$ cat src/rtl/flow_affinity_load_balancer_macros.svh
// Assertion macros for the flow affinity load balancer.
// Used by the top level; expects signals named clock and reset in scope.
`ifndef FLOW_AFFINITY_LOAD_BALANCER_MACROS_SVH
`define FLOW_AFFINITY_LOAD_BALANCER_MACROS_SVH

// Same-cycle implication, disabled during reset.
`define FAL_ASSERT_SAME(lbl, ante, cons) \
   lbl: assert property (@(posedge clock) disable iff (reset) (ante) |-> (cons)) \
      else $error("fal assertion failed");

// Next-cycle implication, disabled during reset.
`define FAL_ASSERT_NEXT(lbl, ante, cons) \
   lbl: assert property (@(posedge clock) disable iff (reset) (ante) |=> (cons)) \
      else $error("fal assertion failed");

`endif

$ cat src/rtl/fal_pkg.sv
`timescale 1ns / 1ps
// Package for the flow affinity load balancer: widths, protocol codes,
// the search token passed along the cell row, controller states.
package fal_pkg;

   localparam int TABLE_ENTRIES_DEF = 256;
   localparam int MAX_BACKENDS_DEF  = 10;

   localparam int ETYPE_W = 16;
   localparam int ADDR_W  = 32;
   localparam int PROTO_W = 8;
   localparam int PORT_W  = 16;
   localparam int CNT_W   = 4;
   localparam int BE_W    = 4;
   localparam int AKEY_W  = 2 * ADDR_W;
   localparam int PKEY_W  = PROTO_W + 2 * PORT_W;
   localparam int NUM_W   = BE_W + 1;

   localparam logic [ETYPE_W-1:0] ETHER_TYPE_IPV4   = 16'h0800;
   localparam logic [PROTO_W-1:0] PROTO_TCP         = 8'd6;
   localparam logic [PROTO_W-1:0] PROTO_UDP         = 8'd17;
   localparam logic [CNT_W-1:0]   BACKEND_COUNT_RST = 4'd10;

   // Search token: key plus what the row has found so far.
   typedef struct packed {
      logic [AKEY_W-1:0] akey;
      logic [PKEY_W-1:0] pkey;
      logic [BE_W-1:0]   backend;  // selected backend, replaced on a hit
      logic              hit;
      logic              placed;   // key was written into a free cell
   } tok_type;

   typedef enum logic [1:0] {
      ST_IDLE,
      ST_SEARCH,
      ST_DONE
   } fal_state_type;

   // Backend b lives at (b+1).0.0.0
   function automatic logic [ADDR_W-1:0] backend_addr(input logic [BE_W-1:0] b);
      logic [NUM_W-1:0] b1;
      b1 = {1'b0, b} + NUM_W'(1);
      backend_addr = {3'd0, b1, 24'd0};
   endfunction

endpackage

$ cat src/rtl/fal_cell.sv
`timescale 1ns / 1ps
// One flow table entry plus one stage of the search token pipeline.
// Depends on fal_pkg.
module fal_cell (
   input  logic             clock,
   input  logic             reset,
   input  logic             in_vld,
   input  fal_pkg::tok_type in_tok,
   output logic             out_vld,
   output fal_pkg::tok_type out_tok
);
   import fal_pkg::*;

   logic              valid_ff, valid_in;
   logic [AKEY_W-1:0] akey_ff;
   logic [PKEY_W-1:0] pkey_ff;
   logic [BE_W-1:0]   backend_ff;
   logic              vld_ff;
   tok_type           tok_ff, tok_in;
   logic              match, ins;

   always_comb begin
      match = valid_ff && (akey_ff == in_tok.akey) && (pkey_ff == in_tok.pkey);
      // entries fill in order, so the first empty cell ends any chance of a hit
      ins   = in_vld && !in_tok.hit && !in_tok.placed && !valid_ff;
      tok_in = in_tok;
      if (in_vld && match && !in_tok.hit) begin
         tok_in.hit     = 1'b1;
         tok_in.backend = backend_ff;
      end
      if (ins) begin
         tok_in.placed = 1'b1;
      end
      valid_in = valid_ff | ins;
   end

   always_ff @(posedge clock) begin
      if (reset) begin
         vld_ff   <= 1'b0;
         valid_ff <= 1'b0;
      end else begin
         vld_ff   <= in_vld;
         valid_ff <= valid_in;
      end
   end

   always_ff @(posedge clock) begin
      tok_ff <= tok_in;
      if (ins) begin
         akey_ff    <= in_tok.akey;
         pkey_ff    <= in_tok.pkey;
         backend_ff <= in_tok.backend;
      end
   end

   assign out_vld = vld_ff;
   assign out_tok = tok_ff;

endmodule

$ cat config.mk
export PLATFORM = sky130hd
export DESIGN_NAME = fal_cell
export DESIGN_NICKNAME = d
export VERILOG_FILES = /design/src/rtl/flow_affinity_load_balancer_macros.svh /design/src/rtl/fal_pkg.sv /design/src/rtl/fal_cell.sv
export SDC_FILE = /design/constraint.sdc
export NUM_CORES = 1
export LEC_CHECK = 0
export BUFFER_PORTS_ARGS = -buffer_cell sky130_fd_sc_hd__buf_4
export CAP_MARGIN = 10
export CORE_ASPECT_RATIO = 2
export CORE_MARGIN = 5
export CORE_UTILIZATION = 50
export DETAILED_ROUTE_END_ITERATION = 8
export PLACE_DENSITY = 0.79
export SYNTH_ARGS = -nofsm -noshare
export SYNTH_HDL_FRONTEND = slang
export SYNTH_SLANG_ARGS = --single-unit
$ cat constraint.sdc
create_clock -name clock -period 10 [get_ports clock]
set_clock_uncertainty 0.05 [all_clocks]
set_input_delay 3 -clock clock [delete_from_list [all_inputs] [get_ports clock]]
set_output_delay 3 -clock clock [all_outputs]
set_load 0.01 [all_outputs]
# ---- After elaboration in Yosys (flattened, before gate mapping)
# Index checks and enable logic that the tools add are counted.
# W data, S select, Z words.
dict set report word_totals {
  reg_bits 220
  latchBits 0
  mem_bits_rw 0
  mem_bits_ro 0
  inputBits 113
  output_inout_bits 111
  word_cells 24
  mem_count 0
}
dict set report op_classes {
  add_sub_neg 0
  mul 0
  n_div 0
  magnitude_cmp 0
  eq_ne 2
  shifts 0
  n_mux 1
  n_bitwise 1
  n_reduce_logical 10
}
# operator count
set ops {}
lappend ops {{$eq A64 B64 Y1} 1}
lappend ops {{$eq A40 B40 Y1} 1}
lappend ops {{$logic_and A1 B1 Y1} 7}
lappend ops {{$mux W5} 1}
lappend ops {{$logic_not A1 Y1} 3}
lappend ops {{$or A1 B1 Y1} 1}

# ---- Logic depth before layout (Yosys ltp)
# Gate-level depths: netlist of the first run.
dict set report logic_depth {
  word_depth 6
  mapped_depth 6
  ltp_nobuf 6
}

# ---- Least setup slack after synthesis of the first run
# No wires, ideal clock.
dict set report synth_path {
  kind {input to register}
  start {input port in_tok[1] in the netlist's numbering}
  end {register tok_ff (netlist bit out_tok[0])}
  setup_ns 0.088
  arrival_time_ns 8.567
  required_ns 9.862
  setup_slack_ns 1.295
  stages 3
  path_buffers 0
  cell_sequence {nor3b_1 nor2b_1 or2_2}
}
dict set report synth_between {
  elab_chain_cells 4
}
# element line_no
set synth_rtl {}
lappend synth_rtl {{start: declaration} fal_cell.sv:8} ;# input fal_pkg::tok_type in_tok,
lappend synth_rtl {{$logic_not A1 Y1} fal_cell.sv:25} ;# ins = in_vld && !in_tok.hit && !in_tok.placed && !valid_ff;
lappend synth_rtl {{$logic_and A1 B1 Y1 (3 in series)} fal_cell.sv:25}
lappend synth_rtl {{named net ins} fal_cell.sv:20} ;# logic match, ins;
lappend synth_rtl {{end signal: assignment} fal_cell.sv:48} ;# tok_ff <= tok_in;
lappend synth_rtl {{end: declaration} fal_cell.sv:19} ;# tok_type tok_ff, tok_in;
# The timed path passes the listed nets, and every way through them passes these cells.
# A chain may end at the register's enable or synchronous reset.

# ---- Final worst setup path of the first run
dict set report layout_path {
  start {input port in_tok[1] in the netlist's numbering}
  end {register akey_ff[43], enable pin}
}
dict set report layout_between {
  elab_chain_cells 4
}
# element line_no
set layout_rtl {}
lappend layout_rtl {{$logic_not A1 Y1} fal_cell.sv:25}
lappend layout_rtl {{$logic_and A1 B1 Y1 (3 in series)} fal_cell.sv:25}
lappend layout_rtl {{named net ins} fal_cell.sv:20}
lappend layout_rtl {{end signal: assignment} fal_cell.sv:50} ;# akey_ff <= in_tok.akey;
lappend layout_rtl {{end: declaration} fal_cell.sv:15} ;# logic [AKEY_W-1:0] akey_ff;
# The timed path passes the listed nets, and every way through them passes these cells.

==> impl_metrics.tcl, run 1 <==
set metrics [dict create \
    power.leakage_nw 3.87 \
    yosysWarnings 0 \
    synthMuxAreaShare 0.00645 \
    coreArea_sq_um 13800 \
    async_flop_share 0 \
    start_util 0.505 \
    cts_max_path_buffers 3 \
    cpPeakStageDelay_ns 0.92 \
    fp.dieW_microns 93.6 \
    placed_cells 844 \
    relSlewSlack 0.280 \
    worstPathArrival_ns 5.18 \
    cts_made_buffers 19 \
    ys_ff_latch 220 \
    hold_class "reg2reg" \
    p_per_area_nw_per_um2 192 \
    drv_cap 0 \
    ir_drop_uv 163 \
    yosysUniqueCellTypes 28 \
    num_vias 4253 \
    synth_flop_cell "dfxtp_1" \
    fp.dieH_microns 177 \
    viasPerCell 4.84 \
    rsz0062_at_grt "false" \
    cp_cell_sequence "buf_4 > nor3b_1 > nor2b_4 > buf_4" \
    synth_xor_area_frac 0.0627 \
    yosys.area_share.simple 0.0835 \
    cts-root-buf "clkbuf_16" \
    synth_top_family_by_area "simple AND/OR/NAND/NOR gates" \
    rows 61 \
    tns_ns 0 \
    max_freq_mhz 195 \
    grt_overflow 0 \
    syn_nets 544 \
    final_common_cell "buf_4" \
    wl_per_cell_microns 18.3 \
    seqPwrFrac 0.547 \
    cts.sinks 220 \
    comb_power_share 0.079 \
    fin_cells 878 \
    fillCellCount 953 \
    htreeDepth 1 \
    wl_mm 16.1 \
    clkPwrFrac 0.374 \
    synth.avg_cell_area_sq_um 16.2 \
    setup_violations 0 \
    crit_type "in2reg" \
    synth_area_sq_um 6980 \
    critPathTopFamily "simple AND/OR/NAND/NOR gates" \
    synth-compound-area-share 0.0453 \
    synth_edf_count 108 \
    area_growth_pct 35.9 \
    gp_congestion 0.838 \
    die-area_sq_um 16600 \
    io_buffers 223 \
    postCtsHoldBufs 0 \
    hold_viol 0 \
    syn_inst 431 \
    dp_hpwl_mm 12.4 \
    critical_path_buf_inv_count 2 \
    grt_max_degree 71 \
    p_int_mw 1.43 \
    track_usage 0.191 \
    clock_latency_ns 0.48 \
    synth_fa_ha_area_frac 0 \
    first_iter_violations 175 \
    ant_nets 0 \
    grt_pass1_wl_mm 24.1 \
    nets 789 \
    cts_resized 0 \
    final_cell_mix "buf_4 (224), dfxtp_1 (112), edfxtp_1 (108), xnor2_1 (35), nor2b_1 (34)" \
    cp-end-kind "flop" \
    grt_pass1_vias 4604 \
    drv_slew 0 \
    power.switching_uw 392 \
    ios 224 \
    first_pass_iters 4 \
    outcome "completed" \
    startpoint_type "input port" \
    yosys-top-cells-area "edfxtp_1 (46%), dfxtp_1 (32%), xnor2_1 (4.4%)" \
    grt_antenna_before_repair 0 \
    post-route-min-period_ns 5.14 \
    post-cts-setup-buffers 0 \
    antenna_cells 0 \
    route.detailed.drc 0 \
    path_clk_slew_ns 0.07 \
    min_period_over_period 0.514 \
    crit_path_max_fanout 70 \
    cp.required_ns 10.05 \
    p_sw_frac 0.215 \
    cts_tree "built" \
    drive_gt1_frac 0.385 \
    reg2reg_slack_ns 7.25 \
    yosysTopAreaCell "edfxtp_1" \
    synth_top_area_share 0.465 \
    cpMaxStageDelayCell "nor2b_4" \
    tightest_slew_ns 1.08 \
    ys_seq_area_frac 0.786 \
    cp_common_cell "buf_4" \
]
sequential cells by signal, summed over array words and instances, names as in the netlist:
name / flops
akey_ff: 64
out_vld: 1
backend_ff: 4
pkey_ff: 40
out_tok: 110
valid_ff: 1
per-stage QoR:
stage          total power, mW  hold slack (ns)  area [sq um]  worst slack [ns]   util
2_1_floorplan             1.06            0.398          6980              1.30      -
3_3_place_gp              1.16            0.409          8910              4.38  0.645
3_5_place_dp              1.16            0.414          8910              4.34  0.645
4_1_cts                   1.84            0.434          9490              4.83  0.687
5_1_grt                   1.90            0.452          9490              4.73  0.687
6_report                  1.82            0.428          9490              4.86  0.687
power by group through the flow:
stage / logic [mW] / registers (mW) / clock network, mW
final: 0.145 / 0.997 / 0.681
after global routing: 0.156 / 0.999 / 0.740
after CTS: 0.148 / 0.997 / 0.695
after detailed placement: 0.147 / 1.02 / 0
after global placement: 0.143 / 1.01 / 0
after floorplan: 0.0343 / 1.03 / 0
cell type report:
cell class                 instances  area [sq um]  share of cell area
clock buffer                      22           507              0.0534
clock inverter                    12          75.1             0.00791
inverter                          30           113              0.0119
multi-input combinational        181          1390               0.147
sequential                       220          5490               0.578
tap                              189           236              0.0249
timing repair buffer             224          1680               0.177
final timing paths:
check / start / to / depth (start not counted)
worst max-delay path: in_tok[1] / akey_ff[43] / 4
worst min-delay path: backend_ff[3] / out_tok[5] / 1
worst max register to register: akey_ff[39] / out_tok[4] / 6
worst min register to register: backend_ff[3] / out_tok[5] / 1
routing by layer:
layer / share of wire / global-route usage / vias up
met5: 0 / 0 / -
met4: 0.025 / 0.0669 / 0
met3: 0.064 / 0.0413 / 24
met2: 0.58 / 0.373 / 152
met1: 0.33 / 0.193 / 2041
li1: - / - / 2036
cell usage after synthesis, types with 2 or more instances:
library cell and n:
and4_1 2, xor2_1 15, mux2_2 4, nand2b_1 17, a22oi_1 3, a2111oi_0 7
a2111o_1 8, nand4_1 12, inv_1 30, nor2b_1 35, nor2_1 3, and2b_2 2
xnor2_1 35, o2111ai_1 6, nor4_1 9, dfxtp_1 112, edfxtp_1 108, or2_2 2
o22ai_1 12
cells by family after synthesis:
kind of cell	after synthesis
AOI/OAI and AO/OA	38
xor gates and xnor gates	50
buffers and inverters	30
DFF	220
muxes	4
and+or+nand+nor	89
(Power assumes the default switching activity.)
==> inputs of run 2 (changes only) <==
- CORE_UTILIZATION: 50 -> 45
- PLACE_DENSITY: 0.79 -> 0.75
- clock period: 10 -> 4.3 ns (I/O delays scaled with it)
==> impl_metrics.tcl, run 2 (synthesis gave the netlist of run 1 again) <==
set metrics [dict create \
    tightest_slew_ns 0.787 \
    p_per_area_nw_per_um2 451 \
    grt_pass1_vias 4579 \
    setup_violations 0 \
    drv_cap 0 \
    drv_slew 0 \
    max_freq_mhz 303 \
    wl_mm 16.3 \
    grt_pass1_wl_mm 24.5 \
    coreArea_sq_um 15300 \
    rsz0062_at_grt "false" \
    multi_input_area_sq_um 1390 \
    regArea_sq_um 5490 \
    hold_viol 0 \
    grt_overflow 0 \
    startpoint "in_tok[66]" \
    hold_class "reg2reg" \
    final_cell_mix "buf_4 (226), dfxtp_1 (112), edfxtp_1 (108), xnor2_1 (35), nor2b_1 (34)" \
    cp-end-kind "flop" \
    htreeDepth 1 \
    start_util 0.456 \
    cpMaxStageDelayCell "a2111oi_0" \
    tns_ns 0 \
    nets 791 \
    ir_drop_uv 380 \
    cts_resized 0 \
    fp.dieH_microns 186 \
    area_growth_pct 36.5 \
    path_clk_slew_ns 0.06 \
    io_buffers 223 \
    rows 64 \
    viasPerCell 4.81 \
    wl_per_cell_microns 18.4 \
    cts-root-buf "clkbuf_16" \
    startpoint_type "input port" \
    fillCellCount 1167 \
    largest_reg_flops 110 \
    die-area_sq_um 18300 \
    crit_type "in2reg" \
    drive_gt1_frac 0.383 \
    grt_max_degree 62 \
    min_period_over_period 0.768 \
    cts_made_buffers 19 \
    crit_path_max_fanout 5 \
    first_pass_iters 4 \
    grt_antenna_before_repair 0 \
    post-cts-setup-buffers 0 \
    cts.sinks 220 \
    power.leakage_nw 3.89 \
    cp_cell_sequence "buf_4 > nor2b_1 > a2111o_1 > a2111oi_0 > nand4_1 > nor4_4 > mux2_2" \
    outcome "completed" \
    cts_tree "built" \
    antenna_cells 0 \
    cp.required_ns 4.61 \
    clock_latency_ns 0.48 \
    worstPathArrival_ns 3.61 \
    r2r_start "akey_ff[2]" \
    first_iter_violations 171 \
    dp_hpwl_mm 12.6 \
    holdCritStartpoint "backend_ff[2]" \
    num_vias 4267 \
    track_usage 0.173 \
    cpPeakStageDelay_ns 0.57 \
    post-route-util 0.623 \
    cts_max_path_buffers 3 \
    postCtsHoldBufs 0 \
    ios 224 \
    gp_congestion 0.793 \
    post-route-min-period_ns 3.30 \
    relSlewSlack 0.475 \
    final_common_cell "buf_4" \
    ant_nets 0 \
    route.detailed.drc 0 \
    fp.dieW_microns 98.1 \
]
-- run 2: cell count changes in the layout (fill, tap and decap cells not counted) --
cell / delta
clkbuf_16: +1
clkbuf_1: +3
inv_4: +1
buf_4: +2
bufinv_16: +1
inv_6: -1
clkbuf_8: -1
inv_8: -1
clkinv_2: -1
clkinv_1: -2
clkinvlp_4: -2
-- run 2: per-stage QoR --
step	setup WS, ns	power [mW]	instances	instance area (sq um)	hold WS [ns]
4_1_cts	0.905	4.35	887	9530	0.430
3_3_place_gp	0.436	2.70	855	8930	0.408
6_report	0.999	4.30	887	9530	0.428
2_1_floorplan	0.594	2.47	431	6990	0.398
3_5_place_dp	0.405	2.71	855	8930	0.415
5_1_grt	0.899	4.47	887	9530	0.445
-- run 2: final cells by class --
type	count	share of cell area
Clock buffer	25	0.0556
Clock inverter	7	0.00670
Inverter	30	0.0118
Multi-Input combinational cell	181	0.146
Sequential cell	220	0.576
Tap cell	198	0.0260
Timing Repair Buffer	226	0.178
-- run 2: final timing paths --
path | end | cells after the start | slack [ns]
hold / removal | out_tok[4] | 1 | 0.43
setup / recovery | out_tok[2] | 7 | 1.0
hold reg to reg | out_tok[4] | 1 | 0.43
setup reg to reg | out_tok[2] | 6 | 1.64
-- run 2: power by group --
group	internal [mW]	switching (mW)
registers	2.29	0.0282
clock network	0.930	0.713
logic	0.181	0.158
total	3.40	0.899
-- run 2: routing by layer --
metal | GRT usage | share of wire | vias to the layer above
li1 | - | - | 2038
met1 | 0.172 | 0.32 | 2070
met2 | 0.347 | 0.59 | 142
met3 | 0.0392 | 0.062 | 17
met4 | 0.0582 | 0.023 | 0
met5 | 0 | 0 | -
-- run 2: worst max-delay path, delay by kind of cell --
family,cells,cell delay [ns]
AOI/OAI and AO/OA,2,0.95
and+or+nand+nor,3,0.84
muxes,1,0.39
buffers and inverters,1,0.13
==> inputs of run 3 (changes only) <==
- clock period: 4.3 -> 2.9 ns (I/O delays scaled with it)
==> impl_metrics.tcl, run 3 (synthesis gave the netlist of run 1 again) <==
set metrics [dict create \
    htreeDepth 1 \
    route.detailed.drc 0 \
    first_iter_violations 182 \
    fillCellCount 1111 \
    cpMaxStageDelayCell "a2111o_1" \
    startpoint_type "input port" \
    worst_slack_ns 0.160 \
    p_per_area_nw_per_um2 647 \
    r2r-end "out_tok[5]" \
    holdPathEnd "out_tok[4]" \
    reg2reg_depth 8 \
    fin_cells 915 \
    rsz0062_at_grt "false" \
    gp_congestion 0.817 \
    num_vias 4301 \
    grt_pass1_vias 4680 \
    largest_reg_flops 110 \
    min_delay_path_depth 1 \
    fp.dieW_microns 98.1 \
    cts_made_buffers 19 \
    final_cell_mix "buf_4 (251), dfxtp_1 (112), edfxtp_1 (108), xnor2_1 (35), nor2b_1 (34)" \
    worstPathArrival_ns 3.05 \
    crit_path_max_fanout 5 \
    top_usage_layer "met2" \
    post-cts-setup-buffers 0 \
    cts-root-buf "clkbuf_16" \
    drive_gt1_frac 0.404 \
    grt_max_degree 61 \
    rows 64 \
    coreArea_sq_um 15300 \
    area_growth_pct 39.7 \
    holdCritStartpoint "backend_ff[2]" \
    setup_violations 0 \
    ant_nets 0 \
    ios 224 \
    ir_drop_uv 558 \
    startpoint "in_tok[73]" \
    antenna_cells 0 \
    crit_type "in2reg" \
    hold_viol 0 \
    cp.required_ns 3.21 \
    place_area_sq_um 9170 \
    placed_cells 882 \
    final_common_cell "buf_4" \
    wl_mm 16.4 \
    cp_common_cell "buf_4" \
    nets 818 \
    relSlewSlack 0.528 \
    cts.sinks 220 \
    post-route-min-period_ns 2.74 \
    fp.dieH_microns 186 \
    tightest_slew_ns 0.690 \
    fin_area_sq_um 9750 \
    drv_cap 0 \
    gr-usage-met3 0.0366 \
    cp_cell_sequence "buf_4 > nor2b_1 > a2111o_1 > nor4_1 > nand4_1 > nor4_4 > buf_4 > mux2_2" \
    power.leakage_nw 4.02 \
    die-area_sq_um 18300 \
    cts_max_path_buffers 3 \
    dp_hpwl_mm 12.8 \
    whs_ns 0.428 \
    io_buffers 223 \
    cpPeakStageDelay_ns 0.43 \
    min_period_over_period 0.945 \
    viasPerCell 4.70 \
    grt_antenna_before_repair 0 \
    dp_slack_ns -0.577 \
    grtUsageMet2 0.334 \
    cp-end-kind "flop" \
    post-route-util 0.638 \
    r2r_start "pkey_ff[14]" \
    grt_pass1_wl_mm 24.7 \
    max_freq_mhz 365 \
    met1_usage 0.178 \
    clock_latency_ns 0.47 \
    cts_tree "built" \
    outcome "completed" \
    start_util 0.456 \
    path_clk_slew_ns 0.06 \
    track_usage 0.174 \
    first_pass_iters 4 \
    wl_per_cell_microns 17.9 \
    grt_overflow 0 \
    reg2reg_slack_ns 0.22 \
    drv_slew 0 \
    hold_class "reg2reg" \
]
## run 3: worst max path at each step
stage / slack (ns) / end
CTS: 0.03 / out_tok[5]
finish: 0.16 / out_tok[5]
global route: 0.05 / out_tok[5]
global placement: -0.56 / out_tok[2]
floorplan: -0.32 / akey_ff[0]
detailed placement: -0.58 / out_tok[5]
## run 3: report_power, final
part | switching, mW | internal [mW]
Combinational | 0.238 | 0.292
Clock | 1.02 | 1.32
Sequential | 0.0426 | 3.39
## run 3: what timing repair did
action / in CTS / in global routing
cloned: 0 / 0
gates resized for setup: 1 / 2
setup endpoints to repair: 4 / 4
hold buffers: 0 / 0
endpoints found under the hold margin: 0 / 0
pin swaps: 0 / 0
## run 3: worst max-delay path, delay by kind of cell
| kind | cells | cell delay (ns) |
|---|---|---|
| buf+inv | 2 | 0.31 |
| compound gates | 1 | 0.43 |
| simple gates | 4 | 1.10 |
| mux | 1 | 0.34 |
## run 3: per-layer routing
layer	part of all wire	vias to the layer above
li1	-	2088
met1	0.33	2019
met2	0.57	156
met3	0.063	38
met4	0.039	0
met5	0	-
## run 3: area by class of cell
type | instances | area (sq um) | area share
timing repair buffer | 253 | 1920 | 0.197
inverter | 30 | 113 | 0.0115
multi-input combinational | 181 | 1410 | 0.144
clock inverter | 3 | 13.8 | 0.00141
tap | 198 | 248 | 0.0254
sequential | 220 | 5490 | 0.563
clock buffer | 30 | 558 | 0.0572
## run 3: per-stage QoR
step / total power [mW] / setup TNS (ns)
after global placement: 4.03 / -2.49
after CTS: 6.38 / 0
final: 6.31 / 0
after floorplan: 3.66 / -34.66
after global routing: 6.57 / 0
after detailed placement: 4.04 / -2.56
